## src/hdl/terrain_bilinear_nodata_interp_core_macros.svh

```systemverilog
// Assertion shorthands; clk and rst_n must be in scope at the point of use.
`ifndef TERRAIN_BILINEAR_NODATA_INTERP_CORE_MACROS_SVH
`define TERRAIN_BILINEAR_NODATA_INTERP_CORE_MACROS_SVH

// same-cycle implication
`define TBNI_ASSERT_IMP(lbl, ante, cons, msg) \
  lbl: assert property (@(posedge clk) disable iff (!rst_n) (ante) |-> (cons)) \
    else $error(msg);

// next-cycle implication
`define TBNI_ASSERT_NXT(lbl, ante, cons, msg) \
  lbl: assert property (@(posedge clk) disable iff (!rst_n) (ante) |=> (cons)) \
    else $error(msg);

`endif

```

## src/hdl/tbni_pkg.sv

```systemverilog
package tbni_pkg;

  localparam int POST_W            = 16;
  localparam int VAL_W             = 15;
  localparam int FRAC_IN_W         = 16;
  localparam int ELEV_W            = 23;
  localparam int FRAC_BITS_DEF     = 16;
  localparam int OUT_FRAC_BITS_DEF = 8;

  localparam logic [POST_W-1:0]        POST_NODATA = 16'hFFFF;
  localparam logic [POST_W-1:0]        POST_SIGN   = 16'h8000;
  localparam logic [POST_W-1:0]        POST_MAG    = 16'h7FFF;
  localparam logic signed [POST_W-1:0] ELEV_MIN    = -16'sd12000;
  localparam logic signed [POST_W-1:0] ELEV_MAX    = 16'sd9000;

  typedef struct packed {
    logic                    ok;
    logic signed [VAL_W-1:0] val;
  } post_t;

  function automatic int frac_use_w(input int frac_bits);
    return (frac_bits < FRAC_IN_W) ? frac_bits : FRAC_IN_W;
  endfunction

  function automatic post_t decode_post(input logic [POST_W-1:0] raw);
    post_t                    d;
    logic [POST_W-1:0]        mag;
    logic signed [POST_W-1:0] v;
    mag   = raw & POST_MAG;
    v     = ((raw & POST_SIGN) != '0) ? -signed'(mag) : signed'(mag);
    d.ok  = (raw != POST_NODATA) && (v >= ELEV_MIN) && (v <= ELEV_MAX);
    d.val = d.ok ? v[VAL_W-1:0] : '0;
    return d;
  endfunction

endpackage

```

## src/hdl/tbni_if.sv

```systemverilog
interface tbni_in_if;
  import tbni_pkg::*;

  logic              valid;
  logic              ready;
  logic [POST_W-1:0] post_sw;
  logic [POST_W-1:0] post_nw;
  logic [POST_W-1:0] post_se;
  logic [POST_W-1:0] post_ne;
  logic [FRAC_IN_W-1:0] frac_x;
  logic [FRAC_IN_W-1:0] frac_y;

  modport source (output valid, post_sw, post_nw, post_se, post_ne, frac_x, frac_y,
                  input ready);
  modport sink (input valid, post_sw, post_nw, post_se, post_ne, frac_x, frac_y,
                output ready);
endinterface

interface tbni_out_if;
  import tbni_pkg::*;

  logic                     valid;
  logic                     ready;
  logic signed [ELEV_W-1:0] elevation;
  logic                     valid_res;

  modport source (output valid, elevation, valid_res, input ready);
  modport sink (input valid, elevation, valid_res, output ready);
endinterface

```

## src/hdl/tbni_decode.sv

```systemverilog
module tbni_decode #(
  parameter int FRAC_BITS = tbni_pkg::FRAC_BITS_DEF
) (
  input  logic                                          clk,
  input  logic                                          rst_n,
  input  logic                                          in_valid,
  output logic                                          in_ready,
  input  logic [tbni_pkg::POST_W-1:0]                   post_sw,
  input  logic [tbni_pkg::POST_W-1:0]                   post_nw,
  input  logic [tbni_pkg::POST_W-1:0]                   post_se,
  input  logic [tbni_pkg::POST_W-1:0]                   post_ne,
  input  logic [tbni_pkg::FRAC_IN_W-1:0]                frac_x,
  input  logic [tbni_pkg::FRAC_IN_W-1:0]                frac_y,
  output logic                                          out_valid,
  input  logic                                          out_ready,
  output logic signed [tbni_pkg::VAL_W-1:0]             sa,
  output logic signed [tbni_pkg::VAL_W-1:0]             sb,
  output logic signed [tbni_pkg::VAL_W-1:0]             na,
  output logic signed [tbni_pkg::VAL_W-1:0]             nb,
  output logic [tbni_pkg::frac_use_w(FRAC_BITS)-1:0]    fx,
  output logic [tbni_pkg::frac_use_w(FRAC_BITS)-1:0]    fy,
  output logic                                          vres
);
  import tbni_pkg::*;

  localparam int FXW = frac_use_w(FRAC_BITS);

  post_t                   sw, nw, se, ne;
  logic signed [VAL_W-1:0] sa_p, sb_p, na_p, nb_p;
  logic signed [VAL_W-1:0] sa_nxt, sb_nxt, na_nxt, nb_nxt;
  logic                    hs, hn, ld;
  logic                    v_r, vres_r;
  logic signed [VAL_W-1:0] sa_r, sb_r, na_r, nb_r;
  logic [FXW-1:0]          fx_r, fy_r;

  always_comb begin
    sw = decode_post(post_sw);
    nw = decode_post(post_nw);
    se = decode_post(post_se);
    ne = decode_post(post_ne);
    // replace a missing post by its row partner
    sa_p = sw.ok ? sw.val : se.val;
    sb_p = se.ok ? se.val : sw.val;
    na_p = nw.ok ? nw.val : ne.val;
    nb_p = ne.ok ? ne.val : nw.val;
    hs   = sw.ok | se.ok;
    hn   = nw.ok | ne.ok;
    // replace a missing row by the other row
    sa_nxt = hs ? sa_p : na_p;
    sb_nxt = hs ? sb_p : nb_p;
    na_nxt = hn ? na_p : sa_p;
    nb_nxt = hn ? nb_p : sb_p;
  end

  assign ld       = !v_r || out_ready;
  assign in_ready = ld;

  always_ff @(posedge clk) begin
    if (!rst_n) begin
      v_r <= 1'b0;
    end else if (ld) begin
      v_r <= in_valid;
    end
  end

  always_ff @(posedge clk) begin
    if (ld) begin
      sa_r   <= sa_nxt;
      sb_r   <= sb_nxt;
      na_r   <= na_nxt;
      nb_r   <= nb_nxt;
      fx_r   <= frac_x[FXW-1:0];
      fy_r   <= frac_y[FXW-1:0];
      vres_r <= hs | hn;
    end
  end

  assign out_valid = v_r;
  assign sa        = sa_r;
  assign sb        = sb_r;
  assign na        = na_r;
  assign nb        = nb_r;
  assign fx        = fx_r;
  assign fy        = fy_r;
  assign vres      = vres_r;

endmodule

```

## src/hdl/tbni_row_lerp.sv

```systemverilog
module tbni_row_lerp #(
  parameter int FRAC_BITS = tbni_pkg::FRAC_BITS_DEF
) (
  input  logic                                               clk,
  input  logic                                               rst_n,
  input  logic                                               in_valid,
  output logic                                               in_ready,
  input  logic signed [tbni_pkg::VAL_W-1:0]                  sa,
  input  logic signed [tbni_pkg::VAL_W-1:0]                  sb,
  input  logic signed [tbni_pkg::VAL_W-1:0]                  na,
  input  logic signed [tbni_pkg::VAL_W-1:0]                  nb,
  input  logic [tbni_pkg::frac_use_w(FRAC_BITS)-1:0]         fx,
  input  logic [tbni_pkg::frac_use_w(FRAC_BITS)-1:0]         fy,
  input  logic                                               vres,
  output logic                                               out_valid,
  input  logic                                               out_ready,
  output logic signed [tbni_pkg::VAL_W+FRAC_BITS-1:0]        s_row,
  output logic signed [tbni_pkg::VAL_W+FRAC_BITS-1:0]        n_row,
  output logic [tbni_pkg::frac_use_w(FRAC_BITS)-1:0]         fy_out,
  output logic                                               vres_out
);
  import tbni_pkg::*;

  localparam int FXW = frac_use_w(FRAC_BITS);
  localparam int DFW = VAL_W + 1;
  localparam int PW  = VAL_W + 1 + FXW;
  localparam int RW  = VAL_W + FRAC_BITS;
  localparam int XW  = ((PW > RW) ? PW : RW) + 1;
  localparam int NS  = 2;

  logic [NS-1:0]           v_r, ld, v_in;
  logic signed [DFW-1:0]   ds, dn;
  logic signed [PW-1:0]    ps_nxt, pn_nxt, ps_r, pn_r;
  logic signed [PW-1:0]    fx_ext;
  logic signed [VAL_W-1:0] sa_r, na_r;
  logic [FXW-1:0]          fy_a_r, fy_b_r;
  logic                    vres_a_r, vres_b_r;
  logic signed [XW-1:0]    s_sum, n_sum;
  logic signed [RW-1:0]    s_r, n_r;

  always_comb begin
    ld[NS-1] = !v_r[NS-1] || out_ready;
    for (int k = NS - 2; k >= 0; k--) begin
      ld[k] = !v_r[k] || ld[k+1];
    end
  end

  assign v_in     = {v_r[NS-2:0], in_valid};
  assign in_ready = ld[0];

  always_ff @(posedge clk) begin
    if (!rst_n) begin
      v_r <= '0;
    end else begin
      v_r <= (v_in & ld) | (v_r & ~ld);
    end
  end

  // stage A: x differences times fraction
  always_comb begin
    ds     = DFW'(sb) - DFW'(sa);
    dn     = DFW'(nb) - DFW'(na);
    fx_ext = PW'(signed'({1'b0, fx}));
    ps_nxt = PW'(ds) * fx_ext;
    pn_nxt = PW'(dn) * fx_ext;
  end

  always_ff @(posedge clk) begin
    if (ld[0]) begin
      ps_r     <= ps_nxt;
      pn_r     <= pn_nxt;
      sa_r     <= sa;
      na_r     <= na;
      fy_a_r   <= fy;
      vres_a_r <= vres;
    end
  end

  // stage B: add scaled west post
  always_comb begin
    s_sum = (XW'(sa_r) <<< FRAC_BITS) + XW'(ps_r);
    n_sum = (XW'(na_r) <<< FRAC_BITS) + XW'(pn_r);
  end

  always_ff @(posedge clk) begin
    if (ld[1]) begin
      s_r      <= signed'(s_sum[RW-1:0]);
      n_r      <= signed'(n_sum[RW-1:0]);
      fy_b_r   <= fy_a_r;
      vres_b_r <= vres_a_r;
    end
  end

  assign out_valid = v_r[NS-1];
  assign s_row     = s_r;
  assign n_row     = n_r;
  assign fy_out    = fy_b_r;
  assign vres_out  = vres_b_r;

endmodule

```

## src/hdl/tbni_col_lerp.sv

```systemverilog
`include "terrain_bilinear_nodata_interp_core_macros.svh"

module tbni_col_lerp #(
  parameter int FRAC_BITS     = tbni_pkg::FRAC_BITS_DEF,
  parameter int OUT_FRAC_BITS = tbni_pkg::OUT_FRAC_BITS_DEF
) (
  input  logic                                          clk,
  input  logic                                          rst_n,
  input  logic                                          in_valid,
  output logic                                          in_ready,
  input  logic signed [tbni_pkg::VAL_W+FRAC_BITS-1:0]   s_row,
  input  logic signed [tbni_pkg::VAL_W+FRAC_BITS-1:0]   n_row,
  input  logic [tbni_pkg::frac_use_w(FRAC_BITS)-1:0]    fy,
  input  logic                                          vres,
  output logic                                          out_valid,
  input  logic                                          out_ready,
  output logic signed [tbni_pkg::ELEV_W-1:0]            elevation,
  output logic                                          valid_res
);
  import tbni_pkg::*;

  localparam int FYW  = frac_use_w(FRAC_BITS);
  localparam int RW   = VAL_W + FRAC_BITS;
  localparam int DW   = RW + 1;
  localparam int LO_W = 16;
  localparam int HW   = DW - LO_W;
  localparam int HPW  = HW + FYW + 1;
  localparam int LPW  = LO_W + FYW;
  localparam int TW   = DW + FYW;
  localparam int TXW  = TW + 2;
  localparam int VW   = VAL_W + 2 * FRAC_BITS + 2;
  localparam int SH   = 2 * FRAC_BITS - OUT_FRAC_BITS;
  localparam int NS   = 4;

  logic [NS-1:0]            v_r, ld, v_in;
  logic signed [DW-1:0]     d_nxt, d_r;
  logic signed [RW-1:0]     s0_r, s1_r, s2_r;
  logic [FYW-1:0]           fy0_r;
  logic                     vres0_r, vres1_r, vres2_r, vres3_r;
  logic signed [HPW-1:0]    hp_nxt, hp_r;
  logic [LPW-1:0]           lp_nxt, lp_r;
  logic signed [TXW-1:0]    t_sum;
  logic signed [TW-1:0]     t_r;
  logic signed [VW-1:0]     sum_nxt;
  logic signed [ELEV_W-1:0] elev_nxt, elev_r;

  always_comb begin
    ld[NS-1] = !v_r[NS-1] || out_ready;
    for (int k = NS - 2; k >= 0; k--) begin
      ld[k] = !v_r[k] || ld[k+1];
    end
  end

  assign v_in     = {v_r[NS-2:0], in_valid};
  assign in_ready = ld[0];

  always_ff @(posedge clk) begin
    if (!rst_n) begin
      v_r <= '0;
    end else begin
      v_r <= (v_in & ld) | (v_r & ~ld);
    end
  end

  // stage 0: row difference
  assign d_nxt = DW'(n_row) - DW'(s_row);

  always_ff @(posedge clk) begin
    if (ld[0]) begin
      d_r     <= d_nxt;
      s0_r    <= s_row;
      fy0_r   <= fy;
      vres0_r <= vres;
    end
  end

  // stage 1: split difference times y fraction
  always_comb begin
    hp_nxt = HPW'(signed'(d_r[DW-1:LO_W])) * HPW'(signed'({1'b0, fy0_r}));
    lp_nxt = LPW'(d_r[LO_W-1:0]) * LPW'(fy0_r);
  end

  always_ff @(posedge clk) begin
    if (ld[1]) begin
      hp_r    <= hp_nxt;
      lp_r    <= lp_nxt;
      s1_r    <= s0_r;
      vres1_r <= vres0_r;
    end
  end

  // stage 2: merge partial products
  assign t_sum = (TXW'(hp_r) <<< LO_W) + TXW'(signed'({1'b0, lp_r}));

  always_ff @(posedge clk) begin
    if (ld[2]) begin
      t_r     <= signed'(t_sum[TW-1:0]);
      s2_r    <= s1_r;
      vres2_r <= vres1_r;
    end
  end

  // stage 3: add scaled south row, floor to output fraction
  always_comb begin
    sum_nxt  = (VW'(s2_r) <<< FRAC_BITS) + VW'(t_r);
    elev_nxt = ELEV_W'(sum_nxt >>> SH);
  end

  always_ff @(posedge clk) begin
    if (ld[3]) begin
      elev_r  <= elev_nxt;
      vres3_r <= vres2_r;
    end
  end

  assign out_valid = v_r[NS-1];
  assign elevation = elev_r;
  assign valid_res = vres3_r;

  `TBNI_ASSERT_IMP(a_zero_when_no_data, out_valid && !valid_res, elevation == '0, "no-data item with nonzero elevation")
  `TBNI_ASSERT_IMP(a_full_stall_blocks, (&v_r) && !out_ready, !in_ready, "item taken while pipeline full and stalled")
  `TBNI_ASSERT_NXT(a_first_stage_holds, v_r[0] && !ld[0], v_r[0], "held item lost from first stage")

endmodule

```

## src/hdl/terrain_bilinear_nodata_interp_core.sv

```systemverilog
// Channel  Dir  Payload                                        Handshake
// in_ch    in   post_sw, post_nw, post_se, post_ne, frac_x/y   valid/ready
// out_ch   out  elevation (23b signed, 8 frac), valid_res      valid/ready
//
// One item per cycle unless out_ch stalls; stages: decode, two x-lerp stages, four y-lerp stages.
// Stage depth is set by one 16x17 multiply (x), a split 32x17 multiply (y) and the
// final wide add.
// rst_n clears the stage valid bits only; payload registers are not reset.
// A stage holds only while the next one is full, so bubbles close up under stall.
module terrain_bilinear_nodata_interp_core #(
  parameter int FRAC_BITS     = tbni_pkg::FRAC_BITS_DEF,
  parameter int OUT_FRAC_BITS = tbni_pkg::OUT_FRAC_BITS_DEF
) (
  input  logic      clk,
  input  logic      rst_n,
  tbni_in_if.sink   in_ch,
  tbni_out_if.source out_ch
);
  import tbni_pkg::*;

  localparam int FXW = frac_use_w(FRAC_BITS);
  localparam int RW  = VAL_W + FRAC_BITS;

  logic                    dec_valid, dec_ready;
  logic signed [VAL_W-1:0] dec_sa, dec_sb, dec_na, dec_nb;
  logic [FXW-1:0]          dec_fx, dec_fy;
  logic                    dec_vres;
  logic                    row_valid, row_ready;
  logic signed [RW-1:0]    row_s, row_n;
  logic [FXW-1:0]          row_fy;
  logic                    row_vres;

  tbni_decode #(
    .FRAC_BITS (FRAC_BITS)
  ) u_decode (
    .clk       (clk),
    .rst_n     (rst_n),
    .in_valid  (in_ch.valid),
    .in_ready  (in_ch.ready),
    .post_sw   (in_ch.post_sw),
    .post_nw   (in_ch.post_nw),
    .post_se   (in_ch.post_se),
    .post_ne   (in_ch.post_ne),
    .frac_x    (in_ch.frac_x),
    .frac_y    (in_ch.frac_y),
    .out_valid (dec_valid),
    .out_ready (dec_ready),
    .sa        (dec_sa),
    .sb        (dec_sb),
    .na        (dec_na),
    .nb        (dec_nb),
    .fx        (dec_fx),
    .fy        (dec_fy),
    .vres      (dec_vres)
  );

  tbni_row_lerp #(
    .FRAC_BITS (FRAC_BITS)
  ) u_row_lerp (
    .clk       (clk),
    .rst_n     (rst_n),
    .in_valid  (dec_valid),
    .in_ready  (dec_ready),
    .sa        (dec_sa),
    .sb        (dec_sb),
    .na        (dec_na),
    .nb        (dec_nb),
    .fx        (dec_fx),
    .fy        (dec_fy),
    .vres      (dec_vres),
    .out_valid (row_valid),
    .out_ready (row_ready),
    .s_row     (row_s),
    .n_row     (row_n),
    .fy_out    (row_fy),
    .vres_out  (row_vres)
  );

  tbni_col_lerp #(
    .FRAC_BITS     (FRAC_BITS),
    .OUT_FRAC_BITS (OUT_FRAC_BITS)
  ) u_col_lerp (
    .clk       (clk),
    .rst_n     (rst_n),
    .in_valid  (row_valid),
    .in_ready  (row_ready),
    .s_row     (row_s),
    .n_row     (row_n),
    .fy        (row_fy),
    .vres      (row_vres),
    .out_valid (out_ch.valid),
    .out_ready (out_ch.ready),
    .elevation (out_ch.elevation),
    .valid_res (out_ch.valid_res)
  );

endmodule
```

## src/flat_wrapper.sv

```systemverilog
// flat-port wrapper written by rule: the top's interface ports become plain ports
module terrain_bilinear_nodata_interp_core_flat import tbni_pkg::*;
#(
  parameter int FRAC_BITS     = tbni_pkg::FRAC_BITS_DEF,
  parameter int OUT_FRAC_BITS = tbni_pkg::OUT_FRAC_BITS_DEF
)
  (clk, rst_n, in_ch_valid, in_ch_post_sw, in_ch_post_nw, in_ch_post_se, in_ch_post_ne, in_ch_frac_x, in_ch_frac_y, in_ch_ready, out_ch_valid, out_ch_elevation, out_ch_valid_res, out_ch_ready);
  tbni_in_if in_ch_i ();
  tbni_out_if out_ch_i ();
  input  logic clk;
  input  logic rst_n;
  input wire logic [$bits(in_ch_i.valid)-1:0] in_ch_valid;
  input wire logic [$bits(in_ch_i.post_sw)-1:0] in_ch_post_sw;
  input wire logic [$bits(in_ch_i.post_nw)-1:0] in_ch_post_nw;
  input wire logic [$bits(in_ch_i.post_se)-1:0] in_ch_post_se;
  input wire logic [$bits(in_ch_i.post_ne)-1:0] in_ch_post_ne;
  input wire logic [$bits(in_ch_i.frac_x)-1:0] in_ch_frac_x;
  input wire logic [$bits(in_ch_i.frac_y)-1:0] in_ch_frac_y;
  output wire logic [$bits(in_ch_i.ready)-1:0] in_ch_ready;
  output wire logic [$bits(out_ch_i.valid)-1:0] out_ch_valid;
  output wire logic [$bits(out_ch_i.elevation)-1:0] out_ch_elevation;
  output wire logic [$bits(out_ch_i.valid_res)-1:0] out_ch_valid_res;
  input wire logic [$bits(out_ch_i.ready)-1:0] out_ch_ready;
  assign in_ch_i.valid = in_ch_valid;
  assign in_ch_i.post_sw = in_ch_post_sw;
  assign in_ch_i.post_nw = in_ch_post_nw;
  assign in_ch_i.post_se = in_ch_post_se;
  assign in_ch_i.post_ne = in_ch_post_ne;
  assign in_ch_i.frac_x = in_ch_frac_x;
  assign in_ch_i.frac_y = in_ch_frac_y;
  assign in_ch_ready = in_ch_i.ready;
  assign out_ch_valid = out_ch_i.valid;
  assign out_ch_elevation = out_ch_i.elevation;
  assign out_ch_valid_res = out_ch_i.valid_res;
  assign out_ch_i.ready = out_ch_ready;
  terrain_bilinear_nodata_interp_core #(.FRAC_BITS(FRAC_BITS), .OUT_FRAC_BITS(OUT_FRAC_BITS)) u_core (.clk(clk), .rst_n(rst_n), .in_ch(in_ch_i), .out_ch(out_ch_i));
endmodule
```

## config.mk

```make
export PLATFORM = sky130hd
export DESIGN_NAME = terrain_bilinear_nodata_interp_core_flat
export DESIGN_NICKNAME = d
export VERILOG_FILES = /design/src/hdl/tbni_pkg.sv /design/src/hdl/tbni_if.sv /design/src/hdl/tbni_decode.sv /design/src/hdl/tbni_row_lerp.sv /design/src/hdl/tbni_col_lerp.sv /design/src/hdl/terrain_bilinear_nodata_interp_core.sv /design/src/flat_wrapper.sv
export VERILOG_INCLUDE_DIRS = /design/src /design/src/hdl
export SDC_FILE = /design/constraint.sdc
export NUM_CORES = 2
export LEC_CHECK = 0
export BUFFER_PORTS_ARGS = -buffer_cell sky130_fd_sc_hd__buf_2
export CAP_MARGIN = 20
export CORE_ASPECT_RATIO = 0.8
export CORE_MARGIN = 5
export CORE_UTILIZATION = 40
export DETAILED_ROUTE_END_ITERATION = 10
export PLACE_DENSITY = 0.64
export SLEW_MARGIN = 40
export SYNTH_ARGS = -nofsm -noshare
export SYNTH_HDL_FRONTEND = slang
export SYNTH_SLANG_ARGS = --single-unit
```

## constraint.sdc

```tcl
create_clock -name clk -period 25.1 [get_ports clk]
set_input_delay 1.255 -clock clk [delete_from_list [all_inputs] [get_ports clk]]
set_output_delay 1.255 -clock clk [all_outputs]
set_load 0.01 [all_outputs]
```

==> out/qor.yml <==
timing:
  worst_slew_pin_slew_ns: 0.893
  rsz0062_at_grt: "no"
  tns_ns: 0
  fin_crit_ns: 8.92
  setup_slack_ns: 16.18
  fmax_ghz: 0.112
  final_max_slew_viol_count: 0
  min_period_over_period_pct: 35.5
  relSlewSlack_pct: 40.5
  skew_ns: 0.0472
  hold_viol_final: 0
  setup_viol: 0
yosys:
  synth_top_area_cell: "edfxtp_1"
  syn-instance-count: 5833
  synth_top_cell_area_share_pct: 26.8
  synth_cell_types: 93
  synth.avg_cell_area_um2: 10.1
  synth_area_leaders: "edfxtp_1 (27%), fa_1 (26%), ha_1 (12%)"
  synth-main-ff-cell: "edfxtp_1"
  syn_area_um2: 59100
  ys_warn_count: 0
  synthesis.nets: 7292
  async_flop_share_pct: 0
  synth-edff-count: 527
  yosysSeqAreaShare_pct: 27.0
  synth_seq_cells: 534
cells_and_area:
  drive_above_1_share_pct: 6.42
  area_growth_pct: 8.63
  antenna_cells: 0
  fillCellCount: 13900
  nets: 7347
setup_path:
  endpoint_kind: "flop"
  critPathLaunchType: "flop"
  rr_startpoint: "u_core.u_decode.nb[0]"
  crit_path_max_fanout: 16
  crit_arrival_ns: 9.35
  slowest_delay_ns: 0.70
  crit_slowest_cell: "o31ai_1"
  crit_top_cell: "fa_1"
  r2r_end: "u_core.u_row_lerp.pn_r[30]"
  worstSetupPathType: "flop to flop"
  worst_ep_required_time_ns: 25.53
  rrSetupSlack_ns: 16.18
  reg2reg_depth: 33
clock_network:
  clk_latency_ns: 0.69
  cts_buffers: 59
  cts-root-buf: "clkbuf_16"
  cts_sinks: 534
  clk_path_buf_depth: 3
  htree_levels: 2
  clkTransAtPathRegs_ns: 0.07
  cts_resized: 0
  cts_tree: "built"
  postCtsSetupRepairBufs: 0
  cts_hold_buf: 0
global_route:
  antenna_found_initial: 9
  grt_pass1_wl_um: 234000
  grt_use_total_pct: 18.9
  gr-total-overflow: 0
  grt_max_degree: 81
  grt_pass1_vias: 42200
place:
  routabilityCongestion: 0.895
  place_ws_ns: 16.05
  hpwl_um: 111000
  io_buffers: 125
drt:
  dr.pass1.iters: 6
  drt-initial-drc-count: 3008
  drc: 0
  vias: 40600
  vias_per_cell: 5.12
  postRouteAntennaNets: 0
  drt-total-wl_um: 146000
  wire_per_inst_um: 18.4
hold_path:
  hold_path.class: "flop to flop"
  worstHoldStart: "u_core.u_col_lerp.s1_r[28]"
  min_to: "u_core.u_col_lerp.s2_r[28]"
  hold_depth: 0
floorplanning:
  die_h_um: 354
  initial_core_util_pct: 40.2
  row_count: 126
  ios: 126
  fp.dieW_um: 440
  die_area_um2: 155000
  core_um2: 147000
run:
  maxCapViolations: 0
outcome:
  outcome: "finished, final reports clean"
-- sequential cells by signal, summed over array words and instances (netlist names), 23 cells and up, named ones only --
register / cells
u_core.u_row_lerp.ps_r: 31
u_core.u_col_lerp.s1_r: 31
u_core.u_col_lerp.t_r: 31
u_core.u_row_lerp.n_row: 31
u_core.u_row_lerp.s_row: 31
u_core.u_col_lerp.s0_r: 31
u_core.u_row_lerp.pn_r: 31
u_core.u_col_lerp.hp_r: 31
u_core.u_col_lerp.s2_r: 31
u_core.u_col_lerp.elevation: 23
u_core.u_col_lerp.d_r: 32
-- cell usage in the layout (no fill, tap or decap), drive strengths merged, types with 8 or more instances in the layout --
cell type and instances:
xor2 83, nand2b 39, a21o 82, or4 13
o21bai 26, edfxtp 527, or3 22, o21a 41
a21boi 15, clkinv 22, clkbuf 65, nor2 207
clkinvlp 9, fa 781, nor3 62, xnor2 186
o41ai 12, and3 33, inv 1121, a2111oi 11
a21oi 198, or2 23, nand4 25, o22ai 8
nor2b 71, o21ai 160, bufinv 8, nor4 10
nand3 32, o211ai 22, ha 578, buf 197
a31oi 21, and2 404, o31ai 28, nand2 656
a211oi 31
-- kinds of logic after synthesis --
logic type      count (synthesis)  share of synthesized area, %
simple gates                 1621                          13.6
mux                             7                         0.125
compound gates                726                          7.97
buf+inv                      1317                          8.61
fa+ha+maj                    1359                          38.7
flops                         534                          27.0
xor+xnor                      269                          3.99
-- per-layer routing --
layer  routed length, µm  global-route usage [%]  vias up
met5                  99                   0.186        -
met4                2860                    3.94       10
met3               11900                    3.68      205
met2               64500                    29.4     1271
met1               66500                    27.5    20300
li1                    -                       -    18800
-- synth_stat cells (all sizes together) (31+ instances only) --
| cell type | n |
|---|---|
| clkbuf | 184 |
| xnor2 | 186 |
| nand2b | 39 |
| nor3 | 62 |
| a21o | 82 |
| edfxtp | 527 |
| nand3 | 32 |
| o21a | 41 |
| ha | 578 |
| and2 | 404 |
| a211oi | 31 |
| nor2 | 207 |
| a21oi | 198 |
| xor2 | 83 |
| nor2b | 71 |
| inv | 1114 |
| o21ai | 160 |
| fa | 781 |
| and3 | 33 |
| nand2 | 656 |
-- worst max-delay path: cells and delay by family (launching register included) --
family          cells  cell delay (ns)
fa+ha+maj           9             3.42
buf+inv             5             0.31
flops               1             0.37
compound gates     12             2.98
simple gates        5             1.16
xor+xnor            2             0.40
-- through the flow --
step	hold WS (ns)	util, %	cells	instance area, µm²
after global placement	0.401	42.1	7807	61900
after CTS	0.383	43.6	7918	64100
after global routing	0.408	43.6	7922	64200
after floorplan	0.400	-	5833	59100
final	0.392	43.6	7922	64200
after detailed placement	0.405	42.1	7807	62000
-- area by class of cell --
type                    count  area, µm²  share of cell area [%]
clock buffers              65       1530                    2.38
clock inverters            46        579                   0.903
inverters                1114       4190                    6.53
multi-input cells        3982      38200                    59.6
flip-flops and latches    534      16000                    24.9
well taps                1984       2480                    3.87
repair buffers            197       1200                    1.88
-- worst max path at each step --
stage                          startpoint  depth (start not counted)  slack, ns                         end
global route        u_core.u_decode.nb[0]                         33      15.57  u_core.u_row_lerp.pn_r[30]
floorplan           u_core.u_decode.sb[0]                         32      17.05  u_core.u_row_lerp.ps_r[29]
detailed placement  u_core.u_decode.sb[0]                         32      16.05  u_core.u_row_lerp.ps_r[29]
finish              u_core.u_decode.nb[0]                         33      16.18  u_core.u_row_lerp.pn_r[30]
CTS                 u_core.u_decode.sb[0]                         32      16.05  u_core.u_row_lerp.ps_r[29]
global placement    u_core.u_decode.nb[0]                         31      16.30  u_core.u_row_lerp.pn_r[30]
Power is not shown: default switching activity piles up to over one toggle a cycle in this logic, so the estimate is an artifact.
